[src/hw/rtl/visit_record_gini_compactor_top_defines.svh]
// assertion macros for the visit record gini compactor
// expects clk and rst_n in the scope of each use
`ifndef VISIT_RECORD_GINI_COMPACTOR_TOP_DEFINES_SVH
`define VISIT_RECORD_GINI_COMPACTOR_TOP_DEFINES_SVH

// same-cycle implication, held off during reset
`define VRGC_ASSERT_IMPLIES(label, ante, cons, msg) \
    label: assert property (@(posedge clk) disable iff (!rst_n) (ante) |-> (cons)) \
        else $error(msg);

// next-cycle implication, held off during reset
`define VRGC_ASSERT_NEXT(label, ante, cons, msg) \
    label: assert property (@(posedge clk) disable iff (!rst_n) (ante) |=> (cons)) \
        else $error(msg);

`endif

[src/hw/rtl/vrgc_pkg.sv]
// shared types and constants for the visit record gini compactor
// no dependencies
package vrgc_pkg;

    localparam int HEADER_BYTES_DEF = 43;
    localparam int HDR_CNT_W        = 6;
    localparam int VSUM_W           = 17;
    localparam int SQSUM_W          = 24;
    localparam int S2_W             = 32;
    localparam int NUM_W            = 48;
    localparam int DVD_W            = 50;
    localparam int REM_W            = 33;
    localparam int GINI_W           = 16;
    localparam int QUEUE_DEPTH      = 2;

    typedef logic [1:0] job_kind_t;

    localparam job_kind_t JOB_HDR = 2'd0;
    localparam job_kind_t JOB_END = 2'd1;
    localparam job_kind_t JOB_POS = 2'd2;

    typedef struct packed {
        job_kind_t            kind;
        logic [15:0]          move_word;
        logic [15:0]          score_word;
        logic [VSUM_W-1:0]    visit_sum;
        logic [SQSUM_W-1:0]   square_sum;
    } job_t;

    typedef struct packed {
        logic full;
        logic nonempty;
    } qstat_t;

endpackage

[src/hw/rtl/vrgc_front.sv]
// byte parser: splits the stream into header bytes, game ends and positions
// depends on vrgc_pkg
module vrgc_front #(
    parameter int HEADER_BYTES = vrgc_pkg::HEADER_BYTES_DEF
) (
    input  logic            clk,
    input  logic            rst_n,
    input  logic            in_valid,
    output logic            in_stall,
    input  logic [7:0]      in_byte,
    input  vrgc_pkg::qstat_t q_stat,
    output logic            push,
    output vrgc_pkg::job_t  push_job
);
    import vrgc_pkg::*;

    localparam logic [2:0] PH_HEADER   = 3'd0;
    localparam logic [2:0] PH_MOVE_LO  = 3'd1;
    localparam logic [2:0] PH_MOVE_HI  = 3'd2;
    localparam logic [2:0] PH_SCORE_LO = 3'd3;
    localparam logic [2:0] PH_SCORE_HI = 3'd4;
    localparam logic [2:0] PH_COUNT    = 3'd5;
    localparam logic [2:0] PH_VISITS   = 3'd6;

    localparam logic [HDR_CNT_W-1:0] HDR_INIT = HDR_CNT_W'(HEADER_BYTES);

    logic [2:0]           phase_reg, phase_next;
    logic [HDR_CNT_W-1:0] header_left_reg, header_left_next;
    logic [7:0]           visits_left_reg, visits_left_next;
    logic [15:0]          move_reg, move_next;
    logic [15:0]          score_reg, score_next;
    logic [VSUM_W-1:0]    vsum_reg, vsum_next;
    logic [SQSUM_W-1:0]   sq_reg, sq_next;

    logic                 accept;
    logic [15:0]          byte_sq;
    logic [VSUM_W-1:0]    vsum_add;
    logic [SQSUM_W-1:0]   sq_add;
    logic [HDR_CNT_W-1:0] hl_base;
    logic [HDR_CNT_W-1:0] hl_dec;
    logic [15:0]          move_full;

    assign in_stall = q_stat.full;
    assign accept   = in_valid && !q_stat.full;
    assign byte_sq  = 16'(in_byte) * 16'(in_byte);
    assign vsum_add = vsum_reg + VSUM_W'(in_byte);
    assign sq_add   = sq_reg + SQSUM_W'(byte_sq);
    // an unused phase code restarts the header count
    assign hl_base  = (phase_reg == PH_HEADER) ? header_left_reg : HDR_INIT;
    assign hl_dec   = hl_base - HDR_CNT_W'(1);
    assign move_full = {in_byte, move_reg[7:0]};

    always_comb
    begin
        phase_next       = phase_reg;
        header_left_next = header_left_reg;
        visits_left_next = visits_left_reg;
        move_next        = move_reg;
        score_next       = score_reg;
        vsum_next        = vsum_reg;
        sq_next          = sq_reg;
        push             = 1'b0;
        push_job         = '0;
        push_job.move_word  = move_reg;
        push_job.score_word = score_reg;
        if (accept)
        begin
            unique case (phase_reg)
                PH_MOVE_LO:
                begin
                    move_next  = {move_reg[15:8], in_byte};
                    phase_next = PH_MOVE_HI;
                end
                PH_MOVE_HI:
                begin
                    move_next = move_full;
                    if (move_full == 16'd0)
                    begin
                        push             = 1'b1;
                        push_job.kind    = JOB_END;
                        phase_next       = PH_HEADER;
                        header_left_next = HDR_INIT;
                    end
                    else
                    begin
                        phase_next = PH_SCORE_LO;
                    end
                end
                PH_SCORE_LO:
                begin
                    score_next = {score_reg[15:8], in_byte};
                    phase_next = PH_SCORE_HI;
                end
                PH_SCORE_HI:
                begin
                    score_next = {in_byte, score_reg[7:0]};
                    phase_next = PH_COUNT;
                end
                PH_COUNT:
                begin
                    vsum_next        = '0;
                    sq_next          = '0;
                    visits_left_next = in_byte;
                    if (in_byte == 8'd0)
                    begin
                        push                = 1'b1;
                        push_job.kind       = JOB_POS;
                        push_job.visit_sum  = '0;
                        push_job.square_sum = '0;
                        phase_next          = PH_MOVE_LO;
                    end
                    else
                    begin
                        phase_next = PH_VISITS;
                    end
                end
                PH_VISITS:
                begin
                    vsum_next        = vsum_add;
                    sq_next          = sq_add;
                    visits_left_next = visits_left_reg - 8'd1;
                    if (visits_left_reg == 8'd1)
                    begin
                        push                = 1'b1;
                        push_job.kind       = JOB_POS;
                        push_job.visit_sum  = vsum_add;
                        push_job.square_sum = sq_add;
                        phase_next          = PH_MOVE_LO;
                    end
                end
                default:
                begin
                    push               = 1'b1;
                    push_job.kind      = JOB_HDR;
                    push_job.move_word = {8'd0, in_byte};
                    header_left_next   = hl_dec;
                    phase_next         = (hl_dec == '0) ? PH_MOVE_LO : PH_HEADER;
                end
            endcase
        end
    end

    always_ff @(posedge clk or negedge rst_n)
    begin
        if (!rst_n)
        begin
            phase_reg       <= PH_HEADER;
            header_left_reg <= HDR_INIT;
            visits_left_reg <= 8'd0;
        end
        else
        begin
            phase_reg       <= phase_next;
            header_left_reg <= header_left_next;
            visits_left_reg <= visits_left_next;
        end
    end

    always_ff @(posedge clk)
    begin
        move_reg  <= move_next;
        score_reg <= score_next;
        vsum_reg  <= vsum_next;
        sq_reg    <= sq_next;
    end

endmodule

[src/hw/rtl/vrgc_queue.sv]
// small request queue between the parser and the output engine
// depends on vrgc_pkg
module vrgc_queue (
    input  logic             clk,
    input  logic             rst_n,
    input  logic             push,
    input  vrgc_pkg::job_t   push_job,
    input  logic             pop,
    output vrgc_pkg::job_t   pop_job,
    output vrgc_pkg::qstat_t q_stat
);
    import vrgc_pkg::*;

    localparam int PTR_W = (QUEUE_DEPTH > 1) ? $clog2(QUEUE_DEPTH) : 1;
    localparam int CNT_W = $clog2(QUEUE_DEPTH + 1);
    localparam logic [PTR_W-1:0] PTR_LAST = PTR_W'(QUEUE_DEPTH - 1);
    localparam logic [CNT_W-1:0] CNT_FULL = CNT_W'(QUEUE_DEPTH);

    job_t             mem [QUEUE_DEPTH];
    logic [PTR_W-1:0] wr_ptr_reg, rd_ptr_reg;
    logic [CNT_W-1:0] count_reg;
    logic             do_push, do_pop;

    assign q_stat.full     = (count_reg == CNT_FULL);
    assign q_stat.nonempty = (count_reg != '0);
    assign do_push = push && !q_stat.full;
    assign do_pop  = pop && q_stat.nonempty;
    assign pop_job = mem[rd_ptr_reg];

    always_ff @(posedge clk)
    begin
        if (do_push)
        begin
            mem[wr_ptr_reg] <= push_job;
        end
    end

    always_ff @(posedge clk or negedge rst_n)
    begin
        if (!rst_n)
        begin
            wr_ptr_reg <= '0;
            rd_ptr_reg <= '0;
            count_reg  <= '0;
        end
        else
        begin
            if (do_push)
            begin
                wr_ptr_reg <= (wr_ptr_reg == PTR_LAST) ? '0 : wr_ptr_reg + PTR_W'(1);
            end
            if (do_pop)
            begin
                rd_ptr_reg <= (rd_ptr_reg == PTR_LAST) ? '0 : rd_ptr_reg + PTR_W'(1);
            end
            if (do_push && !do_pop)
            begin
                count_reg <= count_reg + CNT_W'(1);
            end
            else if (do_pop && !do_push)
            begin
                count_reg <= count_reg - CNT_W'(1);
            end
        end
    end

endmodule

[src/hw/rtl/vrgc_back.sv]
// output engine: gini by a bit-serial divider, then byte emission
// depends on vrgc_pkg
module vrgc_back (
    input  logic             clk,
    input  logic             rst_n,
    input  vrgc_pkg::qstat_t q_stat,
    output logic             pop,
    input  vrgc_pkg::job_t   pop_job,
    output logic             out_valid,
    input  logic             out_stall,
    output logic [7:0]       out_byte,
    output logic             run_last,
    output logic             game_end
);
    import vrgc_pkg::*;

    localparam logic [2:0] B_IDLE = 3'd0;
    localparam logic [2:0] B_MUL  = 3'd1;
    localparam logic [2:0] B_DIFF = 3'd2;
    localparam logic [2:0] B_NUM  = 3'd3;
    localparam logic [2:0] B_DVD  = 3'd4;
    localparam logic [2:0] B_DIV  = 3'd5;
    localparam logic [2:0] B_EMIT = 3'd6;

    localparam logic [2:0] BI_MOVE_LO  = 3'd0;
    localparam logic [2:0] BI_MOVE_HI  = 3'd1;
    localparam logic [2:0] BI_SCORE_LO = 3'd2;
    localparam logic [2:0] BI_SCORE_HI = 3'd3;
    localparam logic [2:0] BI_GINI_LO  = 3'd4;
    localparam logic [2:0] BI_GINI_HI  = 3'd5;

    localparam int STEP_W = $clog2(GINI_W);
    localparam logic [STEP_W-1:0] STEP_LAST = STEP_W'(GINI_W - 1);

    logic [2:0]        state_reg, state_next;
    job_t              job_reg, job_next;
    logic [S2_W-1:0]   s2_reg, s2_next;
    logic [S2_W-1:0]   diff_reg, diff_next;
    logic              zero_reg, zero_next;
    logic [NUM_W-1:0]  num_reg, num_next;
    logic [REM_W-1:0]  rem_reg, rem_next;
    logic [GINI_W-1:0] dlo_reg, dlo_next;
    logic [GINI_W-1:0] quo_reg, quo_next;
    logic [STEP_W-1:0] step_reg, step_next;
    logic [2:0]        idx_reg, idx_next;
    logic [2:0]        last_reg, last_next;
    logic              out_valid_reg, out_valid_next;
    logic [7:0]        out_byte_reg, out_byte_next;
    logic              run_last_reg, run_last_next;
    logic              game_end_reg, game_end_next;

    logic [2*VSUM_W-1:0] prod_full;
    logic [DVD_W-1:0]    dvd;
    logic [REM_W:0]      trial;
    logic [REM_W:0]      divisor;
    logic [REM_W:0]      trial_sub;
    logic                trial_ge;
    logic [GINI_W-1:0]   gini;
    logic                out_free;
    logic [7:0]          sel_byte;

    assign prod_full = (2*VSUM_W)'(job_reg.visit_sum) * (2*VSUM_W)'(job_reg.visit_sum);
    // dividend is 2*num + s2, divisor 2*s2: rounds half up
    assign dvd       = DVD_W'({num_reg, 1'b0}) + DVD_W'(s2_reg);
    assign divisor   = (REM_W + 1)'({s2_reg, 1'b0});
    assign trial     = {rem_reg, dlo_reg[GINI_W-1]};
    assign trial_sub = trial - divisor;
    assign trial_ge  = (trial >= divisor);
    assign gini      = zero_reg ? '0 : quo_reg;
    assign out_free  = !out_valid_reg || !out_stall;

    always_comb
    begin
        unique case (idx_reg)
            BI_MOVE_LO:  sel_byte = job_reg.move_word[7:0];
            BI_MOVE_HI:  sel_byte = job_reg.move_word[15:8];
            BI_SCORE_LO: sel_byte = job_reg.score_word[7:0];
            BI_SCORE_HI: sel_byte = job_reg.score_word[15:8];
            BI_GINI_LO:  sel_byte = gini[7:0];
            BI_GINI_HI:  sel_byte = gini[15:8];
            default:     sel_byte = 8'd0;
        endcase
        if (job_reg.kind == JOB_END)
        begin
            sel_byte = 8'd0;
        end
    end

    always_comb
    begin
        state_next     = state_reg;
        job_next       = job_reg;
        s2_next        = s2_reg;
        diff_next      = diff_reg;
        zero_next      = zero_reg;
        num_next       = num_reg;
        rem_next       = rem_reg;
        dlo_next       = dlo_reg;
        quo_next       = quo_reg;
        step_next      = step_reg;
        idx_next       = idx_reg;
        last_next      = last_reg;
        out_valid_next = out_valid_reg && out_stall;
        out_byte_next  = out_byte_reg;
        run_last_next  = run_last_reg;
        game_end_next  = game_end_reg;
        pop            = 1'b0;

        unique case (state_reg)
            B_IDLE:
            begin
                if (q_stat.nonempty)
                begin
                    pop      = 1'b1;
                    job_next = pop_job;
                    idx_next = BI_MOVE_LO;
                    if (pop_job.kind == JOB_POS)
                    begin
                        state_next = B_MUL;
                    end
                    else if (pop_job.kind == JOB_END)
                    begin
                        last_next  = BI_MOVE_HI;
                        state_next = B_EMIT;
                    end
                    else
                    begin
                        last_next  = BI_MOVE_LO;
                        state_next = B_EMIT;
                    end
                end
            end
            B_MUL:
            begin
                s2_next    = prod_full[S2_W-1:0];
                state_next = B_DIFF;
            end
            B_DIFF:
            begin
                diff_next  = s2_reg - S2_W'(job_reg.square_sum);
                zero_next  = (job_reg.visit_sum == '0) ||
                             (S2_W'(job_reg.square_sum) > s2_reg);
                state_next = B_NUM;
            end
            B_NUM:
            begin
                // times 65535 as a shift and a subtract
                num_next   = {diff_reg, 16'd0} - NUM_W'(diff_reg);
                state_next = B_DVD;
            end
            B_DVD:
            begin
                // quotient fits 16 bits, so the upper part is below the divisor
                rem_next   = dvd[DVD_W-2:GINI_W];
                dlo_next   = dvd[GINI_W-1:0];
                quo_next   = '0;
                step_next  = '0;
                state_next = B_DIV;
            end
            B_DIV:
            begin
                rem_next  = trial_ge ? trial_sub[REM_W-1:0] : trial[REM_W-1:0];
                quo_next  = {quo_reg[GINI_W-2:0], trial_ge};
                dlo_next  = {dlo_reg[GINI_W-2:0], 1'b0};
                step_next = step_reg + STEP_W'(1);
                if (step_reg == STEP_LAST)
                begin
                    last_next  = BI_GINI_HI;
                    state_next = B_EMIT;
                end
            end
            B_EMIT:
            begin
                if (out_free)
                begin
                    out_valid_next = 1'b1;
                    out_byte_next  = sel_byte;
                    run_last_next  = (idx_reg == last_reg);
                    game_end_next  = (job_reg.kind == JOB_END);
                    idx_next       = idx_reg + 3'd1;
                    if (idx_reg == last_reg)
                    begin
                        state_next = B_IDLE;
                    end
                end
            end
            default:
            begin
                state_next = B_IDLE;
            end
        endcase
    end

    always_ff @(posedge clk or negedge rst_n)
    begin
        if (!rst_n)
        begin
            state_reg     <= B_IDLE;
            out_valid_reg <= 1'b0;
        end
        else
        begin
            state_reg     <= state_next;
            out_valid_reg <= out_valid_next;
        end
    end

    always_ff @(posedge clk)
    begin
        job_reg      <= job_next;
        s2_reg       <= s2_next;
        diff_reg     <= diff_next;
        zero_reg     <= zero_next;
        num_reg      <= num_next;
        rem_reg      <= rem_next;
        dlo_reg      <= dlo_next;
        quo_reg      <= quo_next;
        step_reg     <= step_next;
        idx_reg      <= idx_next;
        last_reg     <= last_next;
        out_byte_reg <= out_byte_next;
        run_last_reg <= run_last_next;
        game_end_reg <= game_end_next;
    end

    assign out_valid = out_valid_reg;
    assign out_byte  = out_byte_reg;
    assign run_last  = run_last_reg;
    assign game_end  = game_end_reg;

endmodule

[src/hw/rtl/visit_record_gini_compactor_top.sv]
// top level of the visit record gini compactor
// depends on vrgc_pkg, vrgc_front, vrgc_queue, vrgc_back and the defines header
//
// in channel: one raw byte per request (in_valid, in_stall, in_byte)
// out channel: one compact byte per request (out_valid, out_stall, out_byte,
//   run_last on the final byte caused by an input byte, game_end on the
//   two zero bytes that close a game)
// a header byte is popped in the idle state and written to the output register in
//   the emit state; the engine pops the next request only back in the idle state
// a position runs through one multiply, three setup steps,
//   a 16-step restoring divider for the gini, then six output bytes
// header, move, score, count and visit bytes are taken at one per cycle while
//   the two-entry queue has room; in_stall is high whenever it is full
// out_stall holds the output register; the engine keeps working until it
//   needs that register again
// reset clears the parser to the header phase and empties the queue
//   and the output register
`include "visit_record_gini_compactor_top_defines.svh"

module visit_record_gini_compactor_top #(
    parameter int HEADER_BYTES = vrgc_pkg::HEADER_BYTES_DEF
) (
    input  logic       clk,
    input  logic       rst_n,
    input  logic       in_valid,
    output logic       in_stall,
    input  logic [7:0] in_byte,
    output logic       out_valid,
    input  logic       out_stall,
    output logic [7:0] out_byte,
    output logic       run_last,
    output logic       game_end
);
    import vrgc_pkg::*;

    qstat_t q_stat;
    logic   push;
    job_t   push_job;
    logic   pop;
    job_t   pop_job;

    vrgc_front #(
        .HEADER_BYTES (HEADER_BYTES)
    ) u_front (
        .clk      (clk),
        .rst_n    (rst_n),
        .in_valid (in_valid),
        .in_stall (in_stall),
        .in_byte  (in_byte),
        .q_stat   (q_stat),
        .push     (push),
        .push_job (push_job)
    );

    vrgc_queue u_queue (
        .clk      (clk),
        .rst_n    (rst_n),
        .push     (push),
        .push_job (push_job),
        .pop      (pop),
        .pop_job  (pop_job),
        .q_stat   (q_stat)
    );

    vrgc_back u_back (
        .clk       (clk),
        .rst_n     (rst_n),
        .q_stat    (q_stat),
        .pop       (pop),
        .pop_job   (pop_job),
        .out_valid (out_valid),
        .out_stall (out_stall),
        .out_byte  (out_byte),
        .run_last  (run_last),
        .game_end  (game_end)
    );

    `VRGC_ASSERT_IMPLIES(a_push_room, push, !q_stat.full, "request pushed into a full queue")
    `VRGC_ASSERT_IMPLIES(a_pop_data, pop, q_stat.nonempty, "request popped from an empty queue")
    `VRGC_ASSERT_NEXT(a_pop_single, pop, !pop, "engine popped two requests in a row")
    `VRGC_ASSERT_IMPLIES(a_end_zero, out_valid && game_end, out_byte == 8'd0, "game end byte not zero")

endmodule

[config.mk]
export PLATFORM = sky130hd
export DESIGN_NAME = visit_record_gini_compactor_top
export DESIGN_NICKNAME = d
export VERILOG_FILES = /design/src/hw/rtl/vrgc_pkg.sv /design/src/hw/rtl/vrgc_front.sv /design/src/hw/rtl/vrgc_queue.sv /design/src/hw/rtl/vrgc_back.sv /design/src/hw/rtl/visit_record_gini_compactor_top.sv
export VERILOG_INCLUDE_DIRS = /design/src /design/src/hw/rtl
export SDC_FILE = /design/constraint.sdc
export NUM_CORES = 2
export LEC_CHECK = 0
export ABC_AREA = 1
export BUFFER_PORTS_ARGS = -buffer_cell sky130_fd_sc_hd__buf_2
export CAP_MARGIN = 30
export CORE_AREA = 4 4 263 265
export CTS_CLUSTER_SIZE = 12
export DETAILED_ROUTE_END_ITERATION = 8
export DIE_AREA = 0 0 267 269
export GPL_TIMING_DRIVEN = 0
export PLACE_DENSITY = 0.85
export SLEW_MARGIN = 40
export SYNTH_ARGS = -nofsm -noshare
export SYNTH_HDL_FRONTEND = slang
export SYNTH_SLANG_ARGS = --single-unit
[constraint.sdc]
create_clock -name clk -period 17.8 [get_ports clk]
set_clock_uncertainty 0.15 [all_clocks]
set_input_delay 0.89 -clock clk [delete_from_list [all_inputs] [get_ports clk]]
set_output_delay 0.89 -clock clk [all_outputs]
set_load 0.03 [all_outputs]
; ---- Word level (Yosys, flattened, before mapping)
; Memories as Yosys holds them, arrays and structs flattened.
; Cells that the tools add are included.
[totals]
reg_bits = 371
ramBits = 150
input_bits = 12
out_inout_bits = 12
word_cells = 186
n_memories = 1
[op_classes]
n_addsub = 14
mul = 2
order_cmp = 2
eq_ne = 31
n_mux = 58
bitwise_logic = 5
reduce_logical = 41
[mem_list]
columns = memory, words, word_bits, rd, rd_ports_with_merged_regs, write_ports, line
row1 = u_queue.mem, 2, 75, 1, 0, 1, vrgc_queue.sv:19  ; job_t mem [QUEUE_DEPTH];
[op_table]
columns = cell, count
row1 = case mux 16 bit (2 select lines), 4
row2 = 2-to-1 mux 41 bit, 3
row3 = case mux 33 bit (2 select lines), 1
row4 = adder 49 x 32 -> 49 bit, 1
row5 = case mux 24 bit (2 select lines), 1
row6 = case mux 8 bit (6 select lines), 1
row7 = subtractor 48 x 32 -> 48 bit, 1
row8 = 2-to-1 mux 3 bit, 12
row9 = greater-or-equal comparator 34 x 33 -> 1 bit, 1
row10 = case mux 17 bit (2 select lines), 1
row11 = 2-to-1 mux 33 bit, 1
row12 = subtractor 33 bit, 1
row13 = greater-than comparator 24 x 32 -> 1 bit, 1
row14 = multiplier 17 x 17 -> 32 bit, 1
row15 = 2-to-1 mux 16 bit, 2
row16 = subtractor 32 x 24 -> 32 bit, 1
row17 = adder 24 x 16 -> 24 bit, 1
row18 = equality test 3 bit (second input constant), 8
row19 = case mux 3 bit (7 select lines), 1
row20 = equality test 3 x 2 -> 1 bit (second input constant), 6
row21 = 2-to-1 mux 18 bit, 1
row22 = case mux 3 bit (6 select lines), 1
row23 = AND reduction 3 bit, 6
row24 = adder 17 x 8 -> 17 bit, 1
row25 = 40 further kinds, 95

; ---- Longest topological paths before layout
[logic_depth]
ltp_word = 9
mapped_depth = 26

; ---- Cells and area by module
; A second synthesis with hierarchy kept.
[unflattened]
hier_cells = 5233
area_unflattened_um2 = 41815.1
[by_module_without_submodules]
columns = module, instances, cells_each, area_per_inst_um2
row1 = vrgc_back, 1, 3801, 28457.3
row2 = vrgc_front, 1, 1008, 7656.1
row3 = vrgc_queue, 1, 424, 5701.7

; ---- Worst setup path before layout
; Ideal clock, no wire load.
[synth_path]
path_kind = flip-flop to flip-flop
start = register u_back.state_reg[0]
end = register u_queue.count_reg[1]
t_arrival_ns = 5.551
t_required_ns = 17.519
path_slack_ns = 11.968
path_stages_with_launch = 11
n_path_buf = 0
synth_period_minus_slack_ns = 5.832
cell_sequence = dfrtp_1 -> nor2_1 -> inv_1 -> nor2_1 -> inv_1 -> a21oi_1 -> inv_1 -> ha_1 -> a21oi_1 -> o21ai_0 -> xor2_1
[synth_via]
elab_chain_cells = 6
word_cells_on_any_way = 8
[synth_lines]
columns = item, line
row1 = start: declaration, vrgc_back.sv:35  ; logic [2:0] state_reg, state_next;
row2 = start signal: assignment, vrgc_back.sv:203  ; state_reg <= state_next;
row3 = zero test 3 bit *, vrgc_back.sv:109  ; unique case (state_reg)
row4 = 2-to-1 mux 1 bit *, vrgc_back.sv:109
row5 = net pop, visit_record_gini_compactor_top.sv:39  ; logic pop;
row6 = logical AND 1 bit *, vrgc_queue.sv:27  ; assign do_pop = pop && q_stat.nonempty;
row7 = zero test 1 bit, vrgc_queue.sv:56  ; if (do_push && !do_pop)
row8 = logical AND 1 bit, vrgc_queue.sv:56
row9 = 2-to-1 mux 2 bit / nonzero test 2 bit (equally long branches), -
row10 = end signal: assignment, vrgc_queue.sv:58  ; count_reg <= count_reg + CNT_W'(1);
row11 = end signal: assignment, vrgc_queue.sv:62  ; count_reg <= count_reg - CNT_W'(1);
row12 = end: declaration, vrgc_queue.sv:21  ; logic [CNT_W-1:0] count_reg;
; The timed path passes the listed nets; every way through them passes the cells marked *.
; A chain may end at the register's enable or synchronous reset.

; ---- Final worst setup path
[layout_path]
start = register u_back.job_reg[28] (netlist bit)
end = register u_back.s2_reg[31], data pin
[layout_via]
elab_chain_cells = 1
[layout_lines]
columns = item, line
row1 = start: declaration, vrgc_back.sv:36  ; job_t job_reg, job_next;
row2 = start signal: assignment, vrgc_back.sv:210  ; job_reg <= job_next;
row3 = multiplier 17 x 17 -> 32 bit, vrgc_back.sv:62  ; assign prod_full = (2*VSUM_W)'(job_reg.visit_sum) * (2*VSUM_W)'(job_reg.visit_sum);
row4 = net u_back.prod_full[31], vrgc_back.sv:52  ; logic [2*VSUM_W-1:0] prod_full;
row5 = end signal: assignment, vrgc_back.sv:211  ; s2_reg <= s2_next;
row6 = end: declaration, vrgc_back.sv:37  ; logic [S2_W-1:0] s2_reg, s2_next;
; The timed path passes the listed nets, and every way through them passes these cells.

==> out/qor.yml <==
fin_crit_sh_pct: 39.4
vias: 34300
numCtsBuffers: 56
dr.pass1.iters: 7
worstPathArrival_ns: 7.25
yosysSeqAreaShare_pct: 37.7
holdBufCountCts: 0
cts_setup_buffers: 0
wl_um: 114000
crit_family: "adder cells"
ios: 24
synth_edf_count: 494
maxSlewHeadroom_pct: 45.5
max_stage_delay_ns: 0.58
drt-initial-drc-count: 3439
grt-ovfl-total: 0
drv_slew: 0
nFillCells: 5335
place_congestion: 1.00
syn_inst: 5057
cpMaxStageDelayCell: "clkbuf_1"
crit_chain: "clkbuf_1 > clkbuf_1 > nand2_1 > fa_1 > fa_1 > inv_1 > fa_1 > fa_1 > fa_1 > inv_1 > fa_1 > inv_1 > ha_1 > a21oi_1 > o21ai_0 > a21oi_1 > nand3_1 > nand2_1 > nand3_1 > nand2_1 > nand2_1"
rsz0062_at_grt: "false"
die_w_um: 267
post_drt_wl_per_cell_um: 18.7
min_period_ns: 7.02
path_clk_slew_ns: 0.06
die_area_um2: 71800
clk_path_buf_depth: 3
syn_area_um2: 41000
crit_fanout: 10
core_area_um2: 66800
ctsHtreeMaxLevel: 2
cts_tree: "done"
syn_to_final_growth_pct: 8.37
crit_type: "flop to flop"
drc: 0
worst_slew_pin_slew_ns: 0.818
clk_latency_ns: 0.65
final-hold-violation-count: 0
syn_area_per_cell_um2: 8.11
ant_nets: 0
largest_reg_flops: 150
seq_area_um2: 15500
cp.required_ns: 18.03
cts-root-buf: "clkbuf_16"
grt_antenna_before_repair: 1
clock_sinks: 519
async_flop_share_pct: 4.82
grt_max_degree: 51
io_buffers: 23
grt_pass1_wl_um: 177000
synthFlopType: "edfxtp_1"
ys_ff_latch: 519
dpl.hpwl_um: 90700
setup_tns_ns: 0
multi_input_area_um2: 21400
ys_warn_count: 0
die_h_um: 269
max_freq_mhz: 143
start_util_pct: 61.4
syn_nets: 5566
rows: 95
synth_cell_types: 55
status: "complete, no violations"
setup.worst_path.start_class: "flop"
end_kind: "flop"
postCtsResizedCells: 0
cp.buffers_inverters: 5
finalSetupViolCount: 0
worstReg2RegStart: "u_back.job_reg[28]"
dpl_cell_area_um2: 42700
stdcell_area_um2: 44500
drive_gt1_share_pct: 4.05
grt_pass1_vias: 33400
max-cap-violations: 0
via_per_inst: 5.64
track_usage_pct: 31.6
hold_class: "input pin to asynchronous set/reset pin"
cp-startpoint: "u_back.job_reg[28]"
crit_top_cell: "fa_1"
final_nets: 5675
placed cells by master, fill, tap and decap left out, types with 11 or more instances in the layout:
master,instances
nand3_1,228
inv_1,998
ha_1,265
buf_2,39
xor2_1,89
clkbuf_1,91
nand3b_1,38
nor3_1,94
a21oi_1,163
a31oi_1,17
fa_1,232
dfrtp_1,21
edfxtp_1,494
o21bai_1,18
nand4_1,65
nor4_1,21
buf_1,11
buf_8,11
clkbuf_16,56
nor2_1,472
nand2_1,1431
xnor2_1,58
o21ai_0,125
worst paths after layout:
kind	end	slack (ns)	cells past startpoint
setup / recovery	u_back.s2_reg[31]	10.78	21
hold / removal	u_front.header_left_reg[4]	0.1	1
setup reg to reg	u_back.s2_reg[31]	10.78	21
hold reg to reg	u_queue.mem[0][42]	0.28	0
max in group asynchronous	u_front.visits_left_reg[7]	16.98	1
min in group clk	u_queue.mem[0][42]	0.28	0
metrics by stage:
stage / hold WS, ns / util [%] / worst slack [ns] / cells
4_1_cts: 0.0891 / 66.5 / 10.83 / 6080
3_5_place_dp: 0.284 / 63.9 / 10.86 / 5981
6_report: 0.0985 / 66.6 / 10.78 / 6081
2_1_floorplan: 0.271 / - / 11.97 / 5057
3_3_place_gp: 0.274 / 63.2 / 10.04 / 5953
5_1_grt: 0.128 / 66.6 / 10.51 / 6080
per-layer routing:
metal	track usage, %	vias to the layer above	part of all wire (%)
met5	0	-	0
met4	14.6	0	5.2
met3	4.64	340	8.8
met2	54.1	1689	48
met1	40.2	16100	38
li1	-	16200	-
cell families after synthesis:
group / Yosys count / share of synthesized area, %
buffers and inverters: 1111 / 10.3
XOR/XNOR: 147 / 3.14
flip-flops: 519 / 37.7
AND/OR/NAND/NOR: 2406 / 24.4
AO/OA/AOI/OAI: 376 / 5.07
multiplexers: 1 / 0.0244
adder cells (fa/ha/maj): 497 / 19.4
synth_stat cells, drive strengths merged, types with 6 or more instances:
library cell / number / area (um^2)
a21oi: 167 / 843
ha: 265 / 3320
a31oi: 17 / 106
clkbuf: 73 / 274
o21ai: 131 / 663
xor2: 89 / 780
a21o: 10 / 75.1
edfxtp: 494 / 14800
nand2: 1442 / 5450
nand4: 65 / 407
or2: 9 / 56.3
xnor2: 58 / 508
nand3b: 38 / 285
buf: 26 / 141
dfrtp: 21 / 526
nor4: 21 / 131
a32o: 6 / 60.1
nand3: 230 / 1160
nor2: 492 / 1930
nor3: 99 / 517
o21bai: 18 / 135
fa: 232 / 4640
o22ai: 7 / 43.8
inv: 1010 / 3790
cell type report:
cell class	count	area share [%]
Inverter	1012	8.56
Sequential cell	519	34.8
Antenna cell	1	0.00563
Clock inverter	20	0.529
Clock buffer	79	3.44
Buffer	99	0.937
Multi-Input combinational cell	3427	48.1
Timing Repair Buffer	51	1.16
Tap cell	873	2.46
Power is left out: the tool's default activity adds up to more than one toggle a clock period on the data nets, which glitch-free logic cannot reach.
